<file path="src/hw/rtl/sll_pkg.sv">
// Shared types and constants of the static linked list unit.
// Depends on nothing; every other file of the unit but sll_ram imports it.
`timescale 1ns / 1ps

package sll_pkg;

  // Default sizes of the slot stores.
  localparam int unsigned SLL_DEPTH       = 1024;
  localparam int unsigned SLL_VALUE_WIDTH = 32;

  // Fixed field widths of the request and response beats.
  localparam int unsigned POS_W  = 10;
  localparam int unsigned LEN_W  = 10;
  localparam int unsigned DATA_W = 32;

  typedef enum logic {
    CMD_INSERT = 1'b0,
    CMD_DELETE = 1'b1
  } cmd_e;

  typedef enum logic {
    STATUS_OK  = 1'b0,
    STATUS_ERR = 1'b1
  } status_e;

  // Datapath operations, one per controller state.
  typedef enum logic [3:0] {
    OP_NONE,
    OP_CHECK,
    OP_INS_FREE,
    OP_WALK,
    OP_PRED,
    OP_INS_LINK,
    OP_DEL_HEAD,
    OP_DEL_NEXT,
    OP_DEL_FREE,
    OP_EMIT
  } op_e;

  // Controller to datapath.
  typedef struct packed {
    logic accept;
    op_e  op;
  } ctrl_t;

  // Datapath to controller.
  typedef struct packed {
    logic req_ok;
    logic is_delete;
    logic pos_one;
    logic walk_done;
    logic out_free;
  } stat_t;

endpackage

</file>
<file path="src/hw/rtl/sll_ctrl.sv">
// Sequencer of the static linked list unit: steps the datapath through one command.
// Depends on sll_pkg for the command and status structs.
`timescale 1ns / 1ps

module sll_ctrl import sll_pkg::*; (
  input  logic  clk_i,
  input  logic  rst_ni,
  input  logic  req_valid_i,
  output logic  req_ready_o,
  input  stat_t stat_i,
  output ctrl_t ctrl_o
);

  typedef enum logic [3:0] {
    S_IDLE,
    S_CHECK,
    S_INS_FREE,
    S_WALK,
    S_PRED,
    S_INS_LINK,
    S_DEL_HEAD,
    S_DEL_NEXT,
    S_DEL_FREE,
    S_EMIT
  } state_e;

  state_e state_q;

  assign req_ready_o = (state_q == S_IDLE);

  always_comb begin
    ctrl_o.accept = (state_q == S_IDLE) && req_valid_i;
    unique case (state_q)
      S_IDLE:     ctrl_o.op = OP_NONE;
      S_CHECK:    ctrl_o.op = OP_CHECK;
      S_INS_FREE: ctrl_o.op = OP_INS_FREE;
      S_WALK:     ctrl_o.op = OP_WALK;
      S_PRED:     ctrl_o.op = OP_PRED;
      S_INS_LINK: ctrl_o.op = OP_INS_LINK;
      S_DEL_HEAD: ctrl_o.op = OP_DEL_HEAD;
      S_DEL_NEXT: ctrl_o.op = OP_DEL_NEXT;
      S_DEL_FREE: ctrl_o.op = OP_DEL_FREE;
      S_EMIT:     ctrl_o.op = stat_i.out_free ? OP_EMIT : OP_NONE;
      default:    ctrl_o.op = OP_NONE;
    endcase
  end

  always_ff @(posedge clk_i or negedge rst_ni) begin
    if (!rst_ni) begin
      state_q <= S_IDLE;
    end else begin
      unique case (state_q)
        S_IDLE: begin
          if (req_valid_i) state_q <= S_CHECK;
        end
        S_CHECK: begin
          priority if (!stat_i.req_ok)                     state_q <= S_EMIT;
          else if (!stat_i.is_delete)                      state_q <= S_INS_FREE;
          else if (stat_i.pos_one)                         state_q <= S_DEL_HEAD;
          else                                             state_q <= S_WALK;
        end
        S_INS_FREE: begin
          state_q <= stat_i.pos_one ? S_EMIT : S_WALK;
        end
        S_WALK: begin
          if (stat_i.walk_done) state_q <= S_PRED;
        end
        S_PRED: begin
          state_q <= stat_i.is_delete ? S_DEL_NEXT : S_INS_LINK;
        end
        S_INS_LINK: state_q <= S_EMIT;
        S_DEL_HEAD: state_q <= S_EMIT;
        S_DEL_NEXT: state_q <= S_DEL_FREE;
        S_DEL_FREE: state_q <= S_EMIT;
        S_EMIT: begin
          if (stat_i.out_free) state_q <= S_IDLE;
        end
        default: state_q <= S_IDLE;
      endcase
    end
  end

endmodule

</file>
<file path="config.mk">
export PLATFORM = sky130hd
export DESIGN_NAME = sll_ctrl
export DESIGN_NICKNAME = d
export VERILOG_FILES = /design/src/hw/rtl/sll_pkg.sv /design/src/hw/rtl/sll_ctrl.sv
export SDC_FILE = /design/constraint.sdc
export NUM_CORES = 1
export LEC_CHECK = 0
export ABC_AREA = 1
export ABC_CLOCK_PERIOD_IN_PS = 1300
export BUFFER_PORTS_ARGS = -buffer_cell sky130_fd_sc_hd__clkbuf_2
export CAP_MARGIN = 10
export CORE_AREA = 5 5 42 44
export DETAILED_ROUTE_END_ITERATION = 10
export DIE_AREA = 0 0 47 49
export GPL_TIMING_DRIVEN = 0
export HOLD_SLACK_MARGIN = 0.08
export PLACE_DENSITY_LB_ADDON = 0.05
export REMOVE_ABC_BUFFERS = 1
export SLEW_MARGIN = 20
export SYNTH_ARGS = -nofsm -noshare
export SYNTH_HDL_FRONTEND = slang
export SYNTH_SLANG_ARGS = --single-unit
</file>
<file path="constraint.sdc">
create_clock -name clk_i -period 1.3 [get_ports clk_i]
set_input_delay 0.13 -clock clk_i [delete_from_list [all_inputs] [get_ports clk_i]]
set_output_delay 0.13 -clock clk_i [all_outputs]
set_load 0.02 [all_outputs]
</file>
-- After elaboration in Yosys (flattened, before gate mapping)
Cells that the tools add are included.
- add/sub/neg operators: 0
- multiply operators: 0
- div/mod/pow operators: 0
- magnitude comparators: 0
- equality and inequality tests: 12
- shifts and indexed selects: 0
- mux-type cells: 11
- bitwise logic cells: 0
- reduce and logical (&&, ||, !) cells: 4
- operators by type and width (operator ; count):
    $pmux 4 s9 ; 1
    $pmux 4 s8 ; 1
    $mux 4 ; 6
    $eq 4x3->1 const B ; 4
    $eq 4x2->1 const B ; 2
    $eq 4x4->1 const B ; 2
    $mux 3 ; 2
    $ne 2x2->1 const B ; 3
    $eq 4x1->1 const B ; 1
    $logic_not 4->1 ; 1
    $reduce_and 3->1 ; 1
    $reduce_or 3->1 ; 1
    $mux 2 ; 1
    $logic_and 1x1->1 ; 1
- register bits after elaboration: 4
- latch bits: 0
- memory bits (writable): 0
- ROM bits: 0
- bits of input ports: 8
- output and inout bits: 6
- word-level logic and storage cells: 28
- memories: 0

-- Logic depth before layout (Yosys ltp)
Gate-level depths: netlist of the first run.
- word-level depth: 4
- depth in mapped cells: 8
- gate-level depth less buffers: 8

-- Worst setup path after synthesis of the first run
Ideal clock, no wire load.
- kind: register to output
- from: reg state_q[3]
- to: out ctrl_o[4] (netlist name)
- arrival time: 1.020 ns
- data required time: 1.170 ns
- slack: 0.150 ns
- cell stages (with the launch flop): 5
- buffers on the path: 1
- cell sequence: dfrtp_1 buf_6 nor2_4 nand2_1 nor2_1
- RTL lines (item ; line ; RTL):
    from (decl) ; sll_ctrl.sv:27 ; state_e state_q;
    from (signal assigned) ; sll_ctrl.sv:63 ; state_q <= stat_i.pos_one ? S_EMIT : S_WALK;
    from (signal assigned) ; sll_ctrl.sv:69 ; state_q <= stat_i.is_delete ? S_DEL_NEXT : S_INS_LINK;
    to (decl) ; sll_ctrl.sv:11 ; output ctrl_t ctrl_o

==> metrics.txt, run 1 <==
Synth Instances=63; part of the power in registers=roughly 19%; port bufs=13; H-tree level count=1; R2R Path End=state_q[0]; Crit Path Class=flip-flop to output pin; Pleak=around 0.33 nW; register name with the most flops=state_q; crit path DAT=1.16 ns; Netlist Area Pre-Place=390 µm²; clk sinks=4; max reg flops=4; Crit. End Element=output pin; top cells by area, synth=dfrtp_1 (26%), nand2_1 (17%), nor2_1 (9.6%), inv_1 (8.7%), nor2_4 (8.7%); post-synth cell types=15; Synth top area share=25.6%; worst-skew pair later-pin latency=between 0.2 and 0.25 ns; gr usage total=between 10% and 20%; Max-Cap Viols=0; Critical Path Fanout Max=4; worst hold endpoint=state_q[3]; die height=49 µm; Finished Layout Cells=102; Worst-path clk slew=0.04 ns; Final Power=1.58 mW; Worst VDD drop=~0.0010 V; n_diodes=0; Final ANT Viol Nets=0; Post-Route Skew=0.00494 ns; nets=between 90 and 100; TritonCTS Buffers=3; Sw Pwr=779 µW; Final Hold Fails=0; Area Overhead vs Synth=54.2%; startpoint types=flip-flop; synth warn=0; most common cell after layout, fill and taps aside=nand2_1; sequential share of the synthesized area=between 20% and 30%; Ports=14; die area=2300 µm²; grt total ovfl=0; DRC Markers=0; hold depth=3; RSZ-0062 raised after global routing=true; DP Worst Slack=between 0.02 and 0.03 ns; number of antenna violations at the first check in global routing=0; initial core utilization=27.9%; r2r startpoint=state_q[3]; PD cells=2620 nW/µm²; Starting DRT DRC Count=8; worst-case reg-to-reg path depth=7; max-slew violation count=0; Tmin final=approximately 1.3 ns; setup slack after layout=approximately 0.0094 ns; Fill cells=159; outcome=finished clean; CTS max path bufs=2; vias in the first global route=462; placed insts=91; most frequent cells in the layout=nand2_1 (17), inv_1 (9), nor2_1 (8), clkbuf_2 (8), buf_4 (8); detailed-route via count=451; top flop regs=state_q (4); final WL=1080 µm; TritonCTS clock tree=built; Clock Power Share=9.7%; Gate power share=a little under three quarters; Final GP Congestion=0.729; Hold WC Path Type=input pin to flip-flop; final setup fails=0; post-route clock period utilization=just under 100%; Root Driver=clkbuf_4; Slew @ Worst Pin=0.188 ns; detailed placer's ending HPWL=809 µm; Req. time, crit path=1.17 ns; #FFs+latches synth=4; Fmax=between 0.7 and 0.8 GHz; Vias per Instance=4.42; die span in x=47 µm; dominant cell type by area after synthesis=dfrtp_1; Power Internal=798 µW; hold path start=stat_i[2]; largest net degree at the start of global routing=8; synthesized area per cell=6.20 µm²; ratio of cells with drive above 1 in the final layout=47.7%; first-pass GRT wire length=1830 µm; Std-Cell Rows=14; sw frac=about half; Core ar.=1400 µm²; flop-to-flop setup slack=about 0.070 ns; Worst slew margin=87.5%; TritonRoute pass-1 iters=4; DR WL/cell=10.6 µm
repair_timing:
item	CTS	global route
hold buffers	1	0
endpoints found under the hold margin	4	0
pin swaps	4	5
setup endpoints to repair	5	8
gates resized for setup	12	10
buffers inserted	7	0
cloned	0	0
cell usage after synthesis (all sizes together):
library cell and number:
nor2 15, inv 12, buf 1, nor3 1, o21ai 2, nand3 5, dfrtp 4, nand2 18
nand4 5
area by class of cell:
cell class | count | area (µm²) | area share (%)
Timing Repair Buffer | 21 | 151 | 25.2
Clock buffer | 3 | 22.5 | 3.74
Sequential cell | 4 | 104 | 17.3
Multi-Input combinational cell | 46 | 256 | 42.6
Inverter | 12 | 47.5 | 7.90
Tap cell | 16 | 20.0 | 3.33
critical path, cell delays in order (launching register included):
cell and delay (ns):
dfrtp_1 0.42, inv_2 0.14, nand4_1 0.12, o21ai_1 0.09, buf_4 0.15
worst max path at each step:
stage	start	end	slack, ns	cells after the start
3_3_place_gp	state_q[3]	state_q[0]	0.02	6
4_1_cts	state_q[1]	ctrl_o[4]	-0.03	4
5_1_grt	state_q[0]	ctrl_o[4]	-0.06	4
3_5_place_dp	state_q[3]	state_q[0]	0.03	6
6_report	state_q[2]	ctrl_o[0]	0.009	4
2_1_floorplan	state_q[3]	ctrl_o[4]	0.12	3
power groups by stage:
stage | registers (mW) | clock network, mW | logic, mW
2_1_floorplan | 0.275 | 0 | 0.584
3_3_place_gp | 0.297 | 0 | 0.804
3_5_place_dp | 0.295 | 0 | 0.793
4_1_cts | 0.307 | 0.161 | 1.05
5_1_grt | 0.315 | 0.174 | 1.23
6_report | 0.305 | 0.152 | 1.12
layer usage:
layer,share of wire [%],up-vias,wire length [µm],track usage (%)
met5,0,-,0,0
met3,5.8,0,63,5.54
met1,45,194,485,13.0
li1,-,244,-,-
met4,0,0,0,4.15
met2,49,13,534,17.0
cell families after synthesis:
| logic type | synth area share [%] |
|---|---|
| compound gates | 2.56 |
| buf+inv | 14.4 |
| flops | 25.6 |
| simple gates | 57.4 |
through the flow:
stage	instance area [µm²]	setup TNS, ns	hold WS, ns	utilization [%]
2_1_floorplan	379	0	-0.166	-
3_3_place_gp	464	0	-0.0608	33.1
3_5_place_dp	464	0	-0.0588	33.1
4_1_cts	582	-0.0535	0.180	41.5
5_1_grt	602	-0.208	0.196	42.9
6_report	602	0	0.190	42.9
Power figures use the tool's default switching activity.
==> run 2, diff against run 1 <==
--- a/config.mk
+++ b/config.mk
@@ -15,6 +15,7 @@
 export GPL_TIMING_DRIVEN = 0
 export HOLD_SLACK_MARGIN = 0.08
 export PLACE_DENSITY_LB_ADDON = 0.05
+export RECOVER_POWER = 25
 export REMOVE_ABC_BUFFERS = 1
 export SLEW_MARGIN = 20
 export SYNTH_ARGS = -nofsm -noshare
==> metrics.txt, run 2 (synthesized netlist as in run 1, its figures left out) <==
Vias per Instance=4.42; most common cell after layout, fill and taps aside=nand2_1; Final Power=around 1.6 mW; Final GP Congestion=approximately 0.73; Worst slew margin=86.3%; RSZ-0062 raised after global routing=true; Worst VDD drop=0.00101 V; Hold WC Path Type=input pin to flip-flop; most frequent cells in the layout=nand2_1 (17), inv_1 (9), nor2_1 (8), buf_4 (8), clkbuf_2 (7); Crit Path Class=flip-flop to output pin; Placed Area=464 µm²; nets=96; DR WL/cell=roughly 11 µm; DRC Markers=0; Fmax=around 0.77 GHz; vias in the first global route=462; Hold WS=0.190 ns; grt total ovfl=0; post-route clock period utilization=99.3%; Ports=14; detailed-route via count=451; H-tree level count=1; Std-Cell Rows=14; clk sinks=4; Req. time, crit path=around 1.2 ns; TritonCTS clock tree=built; TritonRoute pass-1 iters=4; Pleak=0.328 nW; top flop regs=state_q (4); startpoint types=flip-flop; TritonCTS Buffers=3; gr usage total=11.1%; PD cells=2620 nW/µm²; Final Hold Fails=0; max reg flops=4; Post-Route Skew=roughly 0.005 ns; fin util=a little over two fifths; Crit. End Element=output pin; Finished Cell Area=601 µm²; largest net degree at the start of global routing=8; outcome=finished clean; Finished Layout Cells=102; die area=between 2000 and 2500 µm²; worst-skew pair later-pin latency=0.24 ns; port bufs=13; Area Overhead vs Synth=53.8%; ratio of cells with drive above 1 in the final layout=46.5%; Slew @ Worst Pin=0.206 ns; final setup fails=0; Critical Path Fanout Max=4; detailed placer's ending HPWL=between 800 and 900 µm; placed insts=91; die span in x=between 40 and 50 µm; setup slack after layout=roughly 0.0094 ns; final WL=1080 µm; first-pass GRT wire length=1830 µm; Root Driver=clkbuf_4; Starting DRT DRC Count=8; Final ANT Viol Nets=0; max-slew violation count=0; CTS max path bufs=2; TNS Setup=0 ns; register name with the most flops=state_q; DP Worst Slack=approximately 0.027 ns; Worst-path clk slew=0.04 ns; n_diodes=0; die height=roughly 49 µm; Tmin final=1.29 ns; Core ar.=1400 µm²; crit path DAT=1.16 ns; number of antenna violations at the first check in global routing=0; initial core utilization=between 20 and 30%; Max-Cap Viols=0
[run 2: area by class of cell]
cell class	instances	area, µm²
Fill cell	160	801
Multi-Input combinational cell	46	256
Timing Repair Buffer	21	150
Sequential cell	4	104
Inverter	12	47.5
Clock buffer	3	22.5
Tap cell	16	20.0
[run 2: critical path, cell delays in order (launching register included)]
cell     delay (ns)
dfrtp_1        0.42
inv_2          0.14
nand4_1        0.12
o21ai_1        0.09
buf_4          0.15
[run 2: per-layer routing]
layer	up-vias	wire length (µm)	GRT usage, %
met5	-	0	0
met4	0	0	4.15
met3	0	63	5.54
met2	13	534	17.0
met1	194	485	13.0
li1	244	-	-
[run 2: worst paths after layout]
path / from / to / slack (ns) / cells after the start
max: state_q[2] / ctrl_o[0] / 0.009 / 4
min reg2reg: state_q[2] / state_q[2] / 0.66 / 3
max reg2reg: state_q[3] / state_q[0] / 0.07 / 7
min: stat_i[2] / state_q[3] / 0.19 / 3
min in group asynchronous: rst_ni / state_q[2] / 0.25 / 2
max in group asynchronous: rst_ni / state_q[0] / 0.85 / 2
[run 2: report_power, final]
| group | switching [mW] | internal, mW |
|---|---|---|
| combinational | 0.615 | 0.503 |
| sequential | 0.115 | 0.191 |
| clock | 0.0491 | 0.103 |
[run 2: timing repair]
item	in CTS	in global routing
hold buffers	1	0
setup endpoints to repair	5	8
cloned	0	0
buffers inserted	7	0
resized for setup	12	10
pin swaps	4	5
endpoints found under the hold margin	4	0
